===== config.mk =====
export PLATFORM = sky130hd
export DESIGN_NAME = first_or_last_substring_search
export DESIGN_NICKNAME = d
export VERILOG_FILES = /design/src/design/fols_pkg.sv /design/src/design/first_or_last_substring_search.sv /design/src/design/fols_window.sv /design/src/design/fols_tracker.sv
export SDC_FILE = /design/constraint.sdc
export NUM_CORES = 1
export LEC_CHECK = 0
export BUFFER_PORTS_ARGS = -buffer_cell sky130_fd_sc_hd__buf_2
export CAP_MARGIN = 10
export CELL_PAD_IN_SITES_DETAIL_PLACEMENT = 2
export CELL_PAD_IN_SITES_GLOBAL_PLACEMENT = 2
export CORE_UTILIZATION = 35
export CTS_BUF_LIST = sky130_fd_sc_hd__clkbuf_8 sky130_fd_sc_hd__clkbuf_16
export CTS_CLUSTER_DIAMETER = 120
export CTS_CLUSTER_SIZE = 8
export DETAILED_ROUTE_END_ITERATION = 6
export PLACE_DENSITY_LB_ADDON = 0.12
export SLEW_MARGIN = 25
export SYNTH_ARGS = -nofsm -noshare
export SYNTH_HDL_FRONTEND = slang
export SYNTH_SLANG_ARGS = --single-unit
export TNS_END_PERCENT = 5

===== constraint.sdc =====
create_clock -name clk -period 14.7 [get_ports clk]
set_input_delay 0.735 -clock clk [delete_from_list [all_inputs] [get_ports clk]]
set_output_delay 0.735 -clock clk [all_outputs]
set_load 0.01 [all_outputs]

===== src/design/fols_pkg.sv =====
`timescale 1ns / 1ps

package fols_pkg;

  // Configuration register indexes.
  localparam logic [1:0] REG_PATTERN_BYTES  = 2'd0;
  localparam logic [1:0] REG_PATTERN_LENGTH = 2'd1;
  localparam logic [1:0] REG_START_POSITION = 2'd2;
  localparam logic [1:0] REG_SEARCH_MODE    = 2'd3;

  localparam int unsigned CFG_ADDR_W = 2;
  localparam int unsigned CFG_DATA_W = 64;

  // Search modes.
  localparam logic MODE_FIRST = 1'b0;
  localparam logic MODE_LAST  = 1'b1;

  // Control flags for one byte advancing through the search stage.
  typedef struct packed {
    logic go;
    logic last;
  } step_t;

  // Fields of one result request.
  typedef struct packed {
    logic        length_overflow;
    logic [15:0] match_position;
    logic        found;
  } result_t;

endpackage


===== src/design/first_or_last_substring_search.sv =====
`timescale 1ns / 1ps

// Searches a byte stream for a configured pattern of up to MAX_PATTERN bytes.
// Text bytes arrive on the in_ channel, one per request, with in_tlast on
// the last byte of each text. For every text exactly one result request
// leaves on the out_ channel: the found flag, the start offset of the first
// or last match at or after start_position, and a flag that the text was
// longer than the 2^POSITION_BITS position counter.
// Configuration is written through cfg_wr_en/cfg_addr/cfg_wr_data between
// texts; writes take effect on the next byte.
// Throughput is one byte per cycle while no last byte waits for the output
// register: the window compare and the match bookkeeping finish in the
// single stage between the input register and the output register, which
// takes the result when the last byte leaves the input register.
// While out_tready is low, bytes other than the last keep flowing; a last
// byte waits in the input register until the held result is taken.
// Reset clears the configuration to zero, the byte window, the byte counter
// and the valid flags of both channel registers.

module first_or_last_substring_search #(
  parameter int MAX_PATTERN   = 8,
  parameter int POSITION_BITS = 16
) (
  input  logic        clk,
  input  logic        rst_n,
  input  logic        in_tvalid,
  output logic        in_tready,
  input  logic [7:0]  in_tdata,    // text_byte
  input  logic        in_tlast,    // end_of_text
  output logic        out_tvalid,
  input  logic        out_tready,
  output logic [23:0] out_tdata,   // found, match_position[15:0], length_overflow
  input  logic        cfg_wr_en,
  input  logic [fols_pkg::CFG_ADDR_W-1:0] cfg_addr,
  input  logic [fols_pkg::CFG_DATA_W-1:0] cfg_wr_data
);

  logic [63:0] pattern_bytes_r;
  logic [3:0]  pattern_length_r;
  logic [15:0] start_position_r;
  logic        search_mode_r;
  logic [3:0]  len_eff;

  logic        s1_valid_r;
  logic        s1_last_r;
  logic [7:0]  s1_byte_r;

  logic        out_valid_r;
  fols_pkg::result_t out_res_r;

  fols_pkg::step_t   step;
  fols_pkg::result_t res;
  logic              hit;
  logic              s1_go;

  always_ff @(posedge clk) begin
    if (!rst_n) begin
      pattern_bytes_r  <= '0;
      pattern_length_r <= '0;
      start_position_r <= '0;
      search_mode_r    <= fols_pkg::MODE_FIRST;
    end else if (cfg_wr_en) begin
      unique case (cfg_addr)
        fols_pkg::REG_PATTERN_BYTES:  pattern_bytes_r  <= cfg_wr_data;
        fols_pkg::REG_PATTERN_LENGTH: pattern_length_r <= cfg_wr_data[3:0];
        fols_pkg::REG_START_POSITION: start_position_r <= cfg_wr_data[15:0];
        fols_pkg::REG_SEARCH_MODE:    search_mode_r    <= cfg_wr_data[0];
        default: ;
      endcase
    end
  end

  assign len_eff = (pattern_length_r > 4'(MAX_PATTERN)) ? 4'(MAX_PATTERN)
                                                        : pattern_length_r;

  // A last byte needs the output register free; other bytes never wait.
  assign s1_go     = s1_valid_r && (!s1_last_r || !out_valid_r || out_tready);
  assign in_tready = !s1_valid_r || s1_go;
  assign step.go   = s1_go;
  assign step.last = s1_last_r;

  always_ff @(posedge clk) begin
    if (!rst_n) begin
      s1_valid_r <= 1'b0;
    end else if (in_tready) begin
      s1_valid_r <= in_tvalid;
    end
  end

  always_ff @(posedge clk) begin
    if (in_tready) begin
      s1_byte_r <= in_tdata;
      s1_last_r <= in_tlast;
    end
  end

  fols_window #(
    .MAX_PATTERN (MAX_PATTERN)
  ) u_window (
    .clk           (clk),
    .rst_n         (rst_n),
    .step          (step),
    .text_byte     (s1_byte_r),
    .pattern_bytes (pattern_bytes_r),
    .pattern_len   (len_eff),
    .hit           (hit)
  );

  fols_tracker #(
    .POSITION_BITS (POSITION_BITS)
  ) u_tracker (
    .clk            (clk),
    .rst_n          (rst_n),
    .step           (step),
    .hit            (hit),
    .pattern_len    (len_eff),
    .start_position (start_position_r),
    .search_mode    (search_mode_r),
    .result         (res)
  );

  always_ff @(posedge clk) begin
    if (!rst_n) begin
      out_valid_r <= 1'b0;
    end else if (s1_go && s1_last_r) begin
      out_valid_r <= 1'b1;
    end else if (out_tready) begin
      out_valid_r <= 1'b0;
    end
  end

  always_ff @(posedge clk) begin
    if (s1_go && s1_last_r) begin
      out_res_r <= res;
    end
  end

  assign out_tvalid = out_valid_r;
  assign out_tdata  = {6'd0, out_res_r};

  a_result_from_last: assert property (@(posedge clk) disable iff (!rst_n)
    $rose(out_valid_r) |-> $past(s1_valid_r && s1_last_r))
    else $error("result raised without a last byte");

  a_no_found_no_pos: assert property (@(posedge clk) disable iff (!rst_n)
    out_valid_r && !out_res_r.found |-> out_res_r.match_position == 16'd0)
    else $error("position reported without a match");

endmodule


===== src/design/fols_window.sv =====
`timescale 1ns / 1ps

module fols_window #(
  parameter int MAX_PATTERN = 8
) (
  input  logic                 clk,
  input  logic                 rst_n,
  input  fols_pkg::step_t      step,
  input  logic [7:0]           text_byte,
  input  logic [63:0]          pattern_bytes,
  input  logic [3:0]           pattern_len,
  output logic                 hit
);

  logic [7:0] window_r [MAX_PATTERN];
  logic [7:0] cand     [MAX_PATTERN];

  // The window as it stands once the current byte has been shifted in.
  always_comb begin
    cand[0] = text_byte;
    for (int i = 1; i < MAX_PATTERN; i++) begin
      cand[i] = window_r[i-1];
    end
  end

  // Newest byte at index 0 lines up with the last pattern byte in use.
  always_comb begin
    logic [3:0] pidx;
    hit  = 1'b1;
    pidx = '0;
    for (int i = 0; i < MAX_PATTERN; i++) begin
      pidx = pattern_len - 4'(i) - 4'd1;
      if (4'(i) < pattern_len) begin
        if (cand[i] != pattern_bytes[{pidx[2:0], 3'b000} +: 8]) begin
          hit = 1'b0;
        end
      end
    end
  end

  always_ff @(posedge clk) begin
    if (!rst_n) begin
      for (int i = 0; i < MAX_PATTERN; i++) begin
        window_r[i] <= '0;
      end
    end else if (step.go) begin
      for (int i = 0; i < MAX_PATTERN; i++) begin
        window_r[i] <= step.last ? 8'd0 : cand[i];
      end
    end
  end

endmodule


===== src/design/fols_tracker.sv =====
`timescale 1ns / 1ps

module fols_tracker #(
  parameter int POSITION_BITS = 16
) (
  input  logic              clk,
  input  logic              rst_n,
  input  fols_pkg::step_t   step,
  input  logic              hit,
  input  logic [3:0]        pattern_len,
  input  logic [15:0]       start_position,
  input  logic              search_mode,
  output fols_pkg::result_t result
);

  localparam int CNT_W = POSITION_BITS + 1;
  localparam int EW    = (CNT_W > 16) ? CNT_W : 16;
  localparam logic [CNT_W-1:0] CAP     = {1'b1, {POSITION_BITS{1'b0}}};
  localparam logic [CNT_W-1:0] CAP_P1  = {1'b1, {(POSITION_BITS-1){1'b0}}, 1'b1};

  logic [CNT_W-1:0]         bytes_r, bytes_nxt;
  logic                     seen_r, seen_nxt;
  logic [POSITION_BITS-1:0] kept_r, kept_nxt;

  logic                     below_cap;
  logic [CNT_W-1:0]         k1;
  logic [CNT_W-1:0]         len_w;
  logic [POSITION_BITS-1:0] start;
  logic                     take;
  logic [CNT_W-1:0]         n_cap;
  logic [POSITION_BITS-1:0] last_pos;
  logic                     empty_found;

  always_comb begin
    below_cap = !bytes_r[POSITION_BITS];
    k1        = bytes_r + CNT_W'(1);
    len_w     = CNT_W'(pattern_len);
    start     = POSITION_BITS'(k1 - len_w);
    take      = below_cap && (pattern_len != 4'd0) && (k1 >= len_w) && hit &&
                (EW'(start) >= EW'(start_position)) &&
                ((search_mode == fols_pkg::MODE_LAST) || !seen_r);
    seen_nxt  = seen_r | take;
    kept_nxt  = take ? start : kept_r;
    bytes_nxt = below_cap ? k1 : CAP_P1;
  end

  // The empty pattern matches at every start from zero up to the text length.
  always_comb begin
    n_cap       = (bytes_nxt > CAP) ? CAP : bytes_nxt;
    empty_found = EW'(start_position) <= EW'(n_cap);
    last_pos    = n_cap[POSITION_BITS] ? {POSITION_BITS{1'b1}}
                                       : n_cap[POSITION_BITS-1:0];
    result.length_overflow = bytes_nxt > CAP;
    if (pattern_len == 4'd0) begin
      result.found = empty_found;
      if (!empty_found) begin
        result.match_position = '0;
      end else if (search_mode == fols_pkg::MODE_FIRST) begin
        result.match_position = start_position;
      end else begin
        result.match_position = 16'(last_pos);
      end
    end else begin
      result.found          = seen_nxt;
      result.match_position = seen_nxt ? 16'(kept_nxt) : 16'd0;
    end
  end

  always_ff @(posedge clk) begin
    if (!rst_n) begin
      bytes_r <= '0;
      seen_r  <= 1'b0;
      kept_r  <= '0;
    end else if (step.go) begin
      if (step.last) begin
        bytes_r <= '0;
        seen_r  <= 1'b0;
        kept_r  <= '0;
      end else begin
        bytes_r <= bytes_nxt;
        seen_r  <= seen_nxt;
        kept_r  <= kept_nxt;
      end
    end
  end

  a_count_bounded: assert property (@(posedge clk) disable iff (!rst_n)
    bytes_r <= CAP_P1)
    else $error("byte count ran past its saturation value");

  a_clear_after_text: assert property (@(posedge clk) disable iff (!rst_n)
    step.go && step.last |=> (bytes_r == '0) && !seen_r)
    else $error("search state not cleared after the last byte");

endmodule


Yosys cells after proc, flatten, opt, wreduce, memory -nomap -nowiden --
Memory sizes are Yosys's and may differ from the RTL's. Cells that the tools add are included. W data, S select, Z words.
Cells by class: add/sub/neg operators 16, equality and inequality tests 11, order comparisons 13, reduce and logical (&&, ||, !) cells 24, mux-type cells 50, shift-type cells 8, bitwise gates (word level) 9
Operators with widths (count):
- $shiftx A64 B7 Y8 | 8
- $mux W8 | 16
- $mux W16 | 6
- $mux W17 | 4
- $ne A8 B8 Y1 | 8
- $sub A3 B1 Y3 const B | 8
- $mux W1 | 23
- $add A17 B1 Y17 const B | 1
- $ge A17 B4 Y1 | 1
- $gt A17 B17 Y1 const B | 1
- $le A16 B17 Y1 | 1
- $ge A16 B16 Y1 | 1
- $lt A3 B4 Y1 const A | 4
- $sub A16 B4 Y16 | 1
- $sub A3 B3 Y3 const B | 4
- $or A1 B1 Y1 | 9
- $lt A1 B4 Y1 const A | 2
- $lt A2 B4 Y1 const A | 2
- $reduce_and A2 Y1 | 4
- $logic_and A1 B1 Y1 | 7
- $sub A3 B2 Y3 const B | 2
- $logic_not A1 Y1 | 5
- $eq A2 B2 Y1 const B | 2
- $gt A4 B4 Y1 const B | 1
- 7 further kinds | 10
Storage, ports and cells: output and inout bits 26, register bits 148, memories kept 1, RAM bits 64
Memories:
- u_window.window_r | depth 8, bits a word 8, rd ports 7, clocked after Yosys merged registers in 0, write ports 8, RTL line fols_window.sv:15 | logic [7:0] window_r [MAX_PATTERN];

Depth between registers and ports, before layout --
word-level depth 27, gate-level depth with buffers 26

By module --
A second synthesis with hierarchy kept.
Second synthesis, totals: cell total of the unflattened synthesis 1415, area, all modules 14346.3 sq um
By module, submodules not included:
- fols_window | area each 6258.5 sq um, cells an instance 529, sequential area each 1681.6 sq um, times used 1
- first_or_last_substring_search | area each 4350.4 sq um, cells an instance 398, sequential area each 2552.4 sq um, times used 1
- fols_tracker | area each 3737.3 sq um, cells an instance 488, sequential area each 680.7 sq um, times used 1

Worst setup path after synthesis --
Ideal clock, no wire load.
path kind reg-to-reg, from register u_tracker.bytes_r[0], to register out_res_r (netlist bit out_tdata[2]) (data pin), arrival 4.529 ns, slack 9.899 ns, required time 14.428 ns, stages on the path, launching flop included 24, cells stage by stage dfxtp_1 -> ha_1 -> clkbuf_1 -> and4_1 -> nand4_1 -> xor2_1 -> and3_1 -> nor4b_2 -> a21oi_1 -> a311o_1 -> xnor2_1 -> ha_1 -> nand4_1 -> nor2_1 -> nor2_1 -> nand2_1 -> a211o_1 -> o221ai_1 -> nor4_4 -> and3_1 -> buf_4 -> buf_8 -> mux2i_1 -> o22ai_1
RTL lines:
- start: declaration | RTL line fols_tracker.sv:21 | logic [CNT_W-1:0] bytes_r, bytes_nxt;
- start signal: assignment | RTL line fols_tracker.sv:80 | bytes_r <= bytes_nxt;
- end signal: assignment | RTL line first_or_last_substring_search.sv:134 | out_res_r <= res;
- end: declaration | RTL line first_or_last_substring_search.sv:49 | fols_pkg::result_t out_res_r;

==> impl_metrics.yaml <==
timing:
  slew-limit-headroom: 0.325
  period_share: 0.427
  max_clock_freq_mhz: 159
  finalSetupTns_ps: 0
  rsz0062_at_grt: "false"
  finalSetupViolCount: 0
  worst_pin_slew_ps: 1010
  final-hold-violation-count: 0
  slew_violations: 0
  period_needed_ps: 6270
  fin_skew_ps: 24.5
  whs_ps: 352
logic_synthesis:
  async_flop_share: 0
  synth_area_leaders: "edfxtp_1 (18%), dfxtp_1 (17%), mux2i_1 (5.8%), nand2_1 (5.7%), mux4_2 (5.0%)"
  ys_seq_area_frac: 0.350
  syn-cell-area_um2: 14000
  yosysWarnings: 0
  ys.flop_type: "dfxtp_1"
  synth_seq_cells: 204
  synth-edff-count: 83
  ys_types: 96
  avgSynthCellArea_um2: 9.31
  netlist.area_leader.share: 0.177
  yosys.area.top_type: "edfxtp_1"
  synth_cells: 1509
clock_network:
  htreeDepth: 1
  ctsRootBufferMaster: "clkbuf_16"
  cts_buffers: 29
  clk_latency_ps: 570
  clk_pin_slew_ps: 60
  hold_buffers: 0
  clockBufferDepth: 3
  cts_setup_buffers: 0
  cts_sinks: 204
  post_cts_resized: 0
  cts_tree: "yes"
cells_and_area:
  final_cell_mix: "nand2_1 (213), dfxtp_1 (119), buf_2 (99)"
  nNetsFinal: 1666
  final_util: 0.393
  final_common_cell: "nand2_1"
  antennaDiodeCount: 0
  area_growth_pct: 11.0
  post_route_cells_drive_above_1_share: 0.147
global_routing:
  grt_overflow: 0
  grt_pass1_vias: 13100
  track_usage: 0.287
  grt_max_degree: 93
  grt_pass1_wl_um: 87600
  antenna_found_initial: 0
worst_setup_path:
  crit_type: "reg2reg"
  path_max_fanout: 47
  required_ps: 14970
  rr_worst_depth: 18
  r2r_start: "pattern_length_r[0]"
  cp-endpoint: "out_tdata[11]"
  r2r-end: "out_tdata[11]"
  startpoint_type: "register"
  cp-end-kind: "register"
  crit_start: "pattern_length_r[0]"
  regToRegSetupSlack_ps: 8430
  cp.arrival_ps: 6540
route:
  firstDrtPassIters: 6
  wl_per_cell_um: 28.2
  drc: 0
  vias: 12700
  antenna_left: 0
  postRouteWirelength_um: 58900
  first_iter_violations: 1254
  vias_per_cell: 6.07
power:
  seq_power_share: 0.423
  switching_share: 0.299
  power_density_nw_per_um2: 98.1
  leakage_nw: 5.76
  switchingPower_mw: 0.457
  comb_power_share: 0.165
  internal_power_mw: 1.07
  clkPwrFrac: 0.412
  ir_drop_mv: 0.0817
  power_mw: 1.53
outcome:
  status: "completed"
floorplan:
  pin_count: 106
  num_rows: 73
  die_height_um: 202
  dieArea_um2: 40900
  die_x_um: 202
  core_um2: 39600
  initial_utilization: 0.354
placed_design:
  gp_congestion: 0.890
  portBuffers: 99
  dp_hpwl_um: 43200
flow_run:
  cap_violations: 0
hold_path:
  hold_class: "in2reg"
-- worst max-delay path, cell delays in order, from the launching register on --
cell and delay (ps):
dfxtp_4 620, and2b_1 780, inv_2 90, buf_4 370
ha_1 340, ha_1 280, buf_4 310, inv_1 330
xnor2_4 290, a211oi_1 470, nor3_1 90, nor4_1 330
nand4_1 190, a21oi_1 250, a31o_2 200, and3_1 160
buf_4 430, mux2i_1 270, o22ai_1 100
-- state kept, by name, summed over array words and instances, names as in the netlist --
name               count
pattern_bytes_r       64
u_window.window_r     56
out_tdata             18
u_tracker.bytes_r     17
start_position_r      16
u_tracker.kept_r      16
s1_byte_r              8
pattern_length_r       4
out_tvalid             1
s1_last_r              1
s1_valid_r             1
search_mode_r          1
u_tracker.seen_r       1
-- power groups by stage --
stage	registers, mW	clock network [mW]	logic [mW]
floorplan	0.637	0	0.170
global placement	0.657	0	0.243
detailed placement	0.657	0	0.249
CTS	0.646	0.648	0.251
global route	0.649	0.667	0.273
finish	0.648	0.630	0.252
-- cell usage after synthesis (31+ instances only) --
cell and count:
nor2_1 72, xor2_1 54, and3_1 52, dfxtp_1 121
mux4_2 31, clkbuf_1 67, ha_1 41, mux2i_1 82
o22ai_1 44, a21boi_0 83, nand2_1 213, inv_1 41
edfxtp_1 83, a21oi_1 38, xnor2_1 46
-- through the flow --
step | instance area [um^2] | worst slack, ps | cells
after global routing | 15600 | 8040 | 2086
final | 15600 | 8430 | 2086
after CTS | 15600 | 8460 | 2086
after floorplan | 14100 | 9900 | 1514
after global placement | 14800 | 8570 | 2039
after detailed placement | 14800 | 8490 | 2039
-- worst min-delay path by stage --
stage	cells after the start	slack [ps]	startpoint	end
4_1_cts	1	330	in_tdata[6]	s1_byte_r[6]
3_3_place_gp	1	450	u_tracker.kept_r[0]	u_tracker.kept_r[0]
5_1_grt	1	340	in_tlast	s1_last_r
2_1_floorplan	1	430	u_tracker.kept_r[0]	u_tracker.kept_r[0]
6_report	1	350	in_tlast	s1_last_r
3_5_place_dp	1	460	u_tracker.kept_r[0]	u_tracker.kept_r[0]
-- final cells by class --
type	count	area (um^2)
flip-flops and latches	204	4920
clock inverters	18	98.8
fillers	4362	24000
repair buffers	125	691
well taps	525	657
clock buffers	29	726
multi-input cells	1138	8330
inverters	47	176
-- kinds of logic (layout without fill, tap and decap cells) --
logic type / Yosys count / in the layout / synth area share
and+or+nand+nor: 509 / 509 / 0.180
AOI/OAI and AO/OA: 351 / 351 / 0.188
DFF: 204 / 204 / 0.350
buffers and inverters: 172 / 219 / 0.0591
muxes: 128 / 128 / 0.120
xor gates and xnor gates: 102 / 102 / 0.0655
adders and majority gates: 42 / 42 / 0.0372
other: 1 / 6 / 0.000267
-- routing by layer --
metal | wire, um | GRT usage
met1 | 27200 | 0.410
met5 | 0 | 0
met3 | 4320 | 0.0534
met4 | 1780 | 0.0881
met2 | 25600 | 0.437
(Power assumes the default switching activity.)
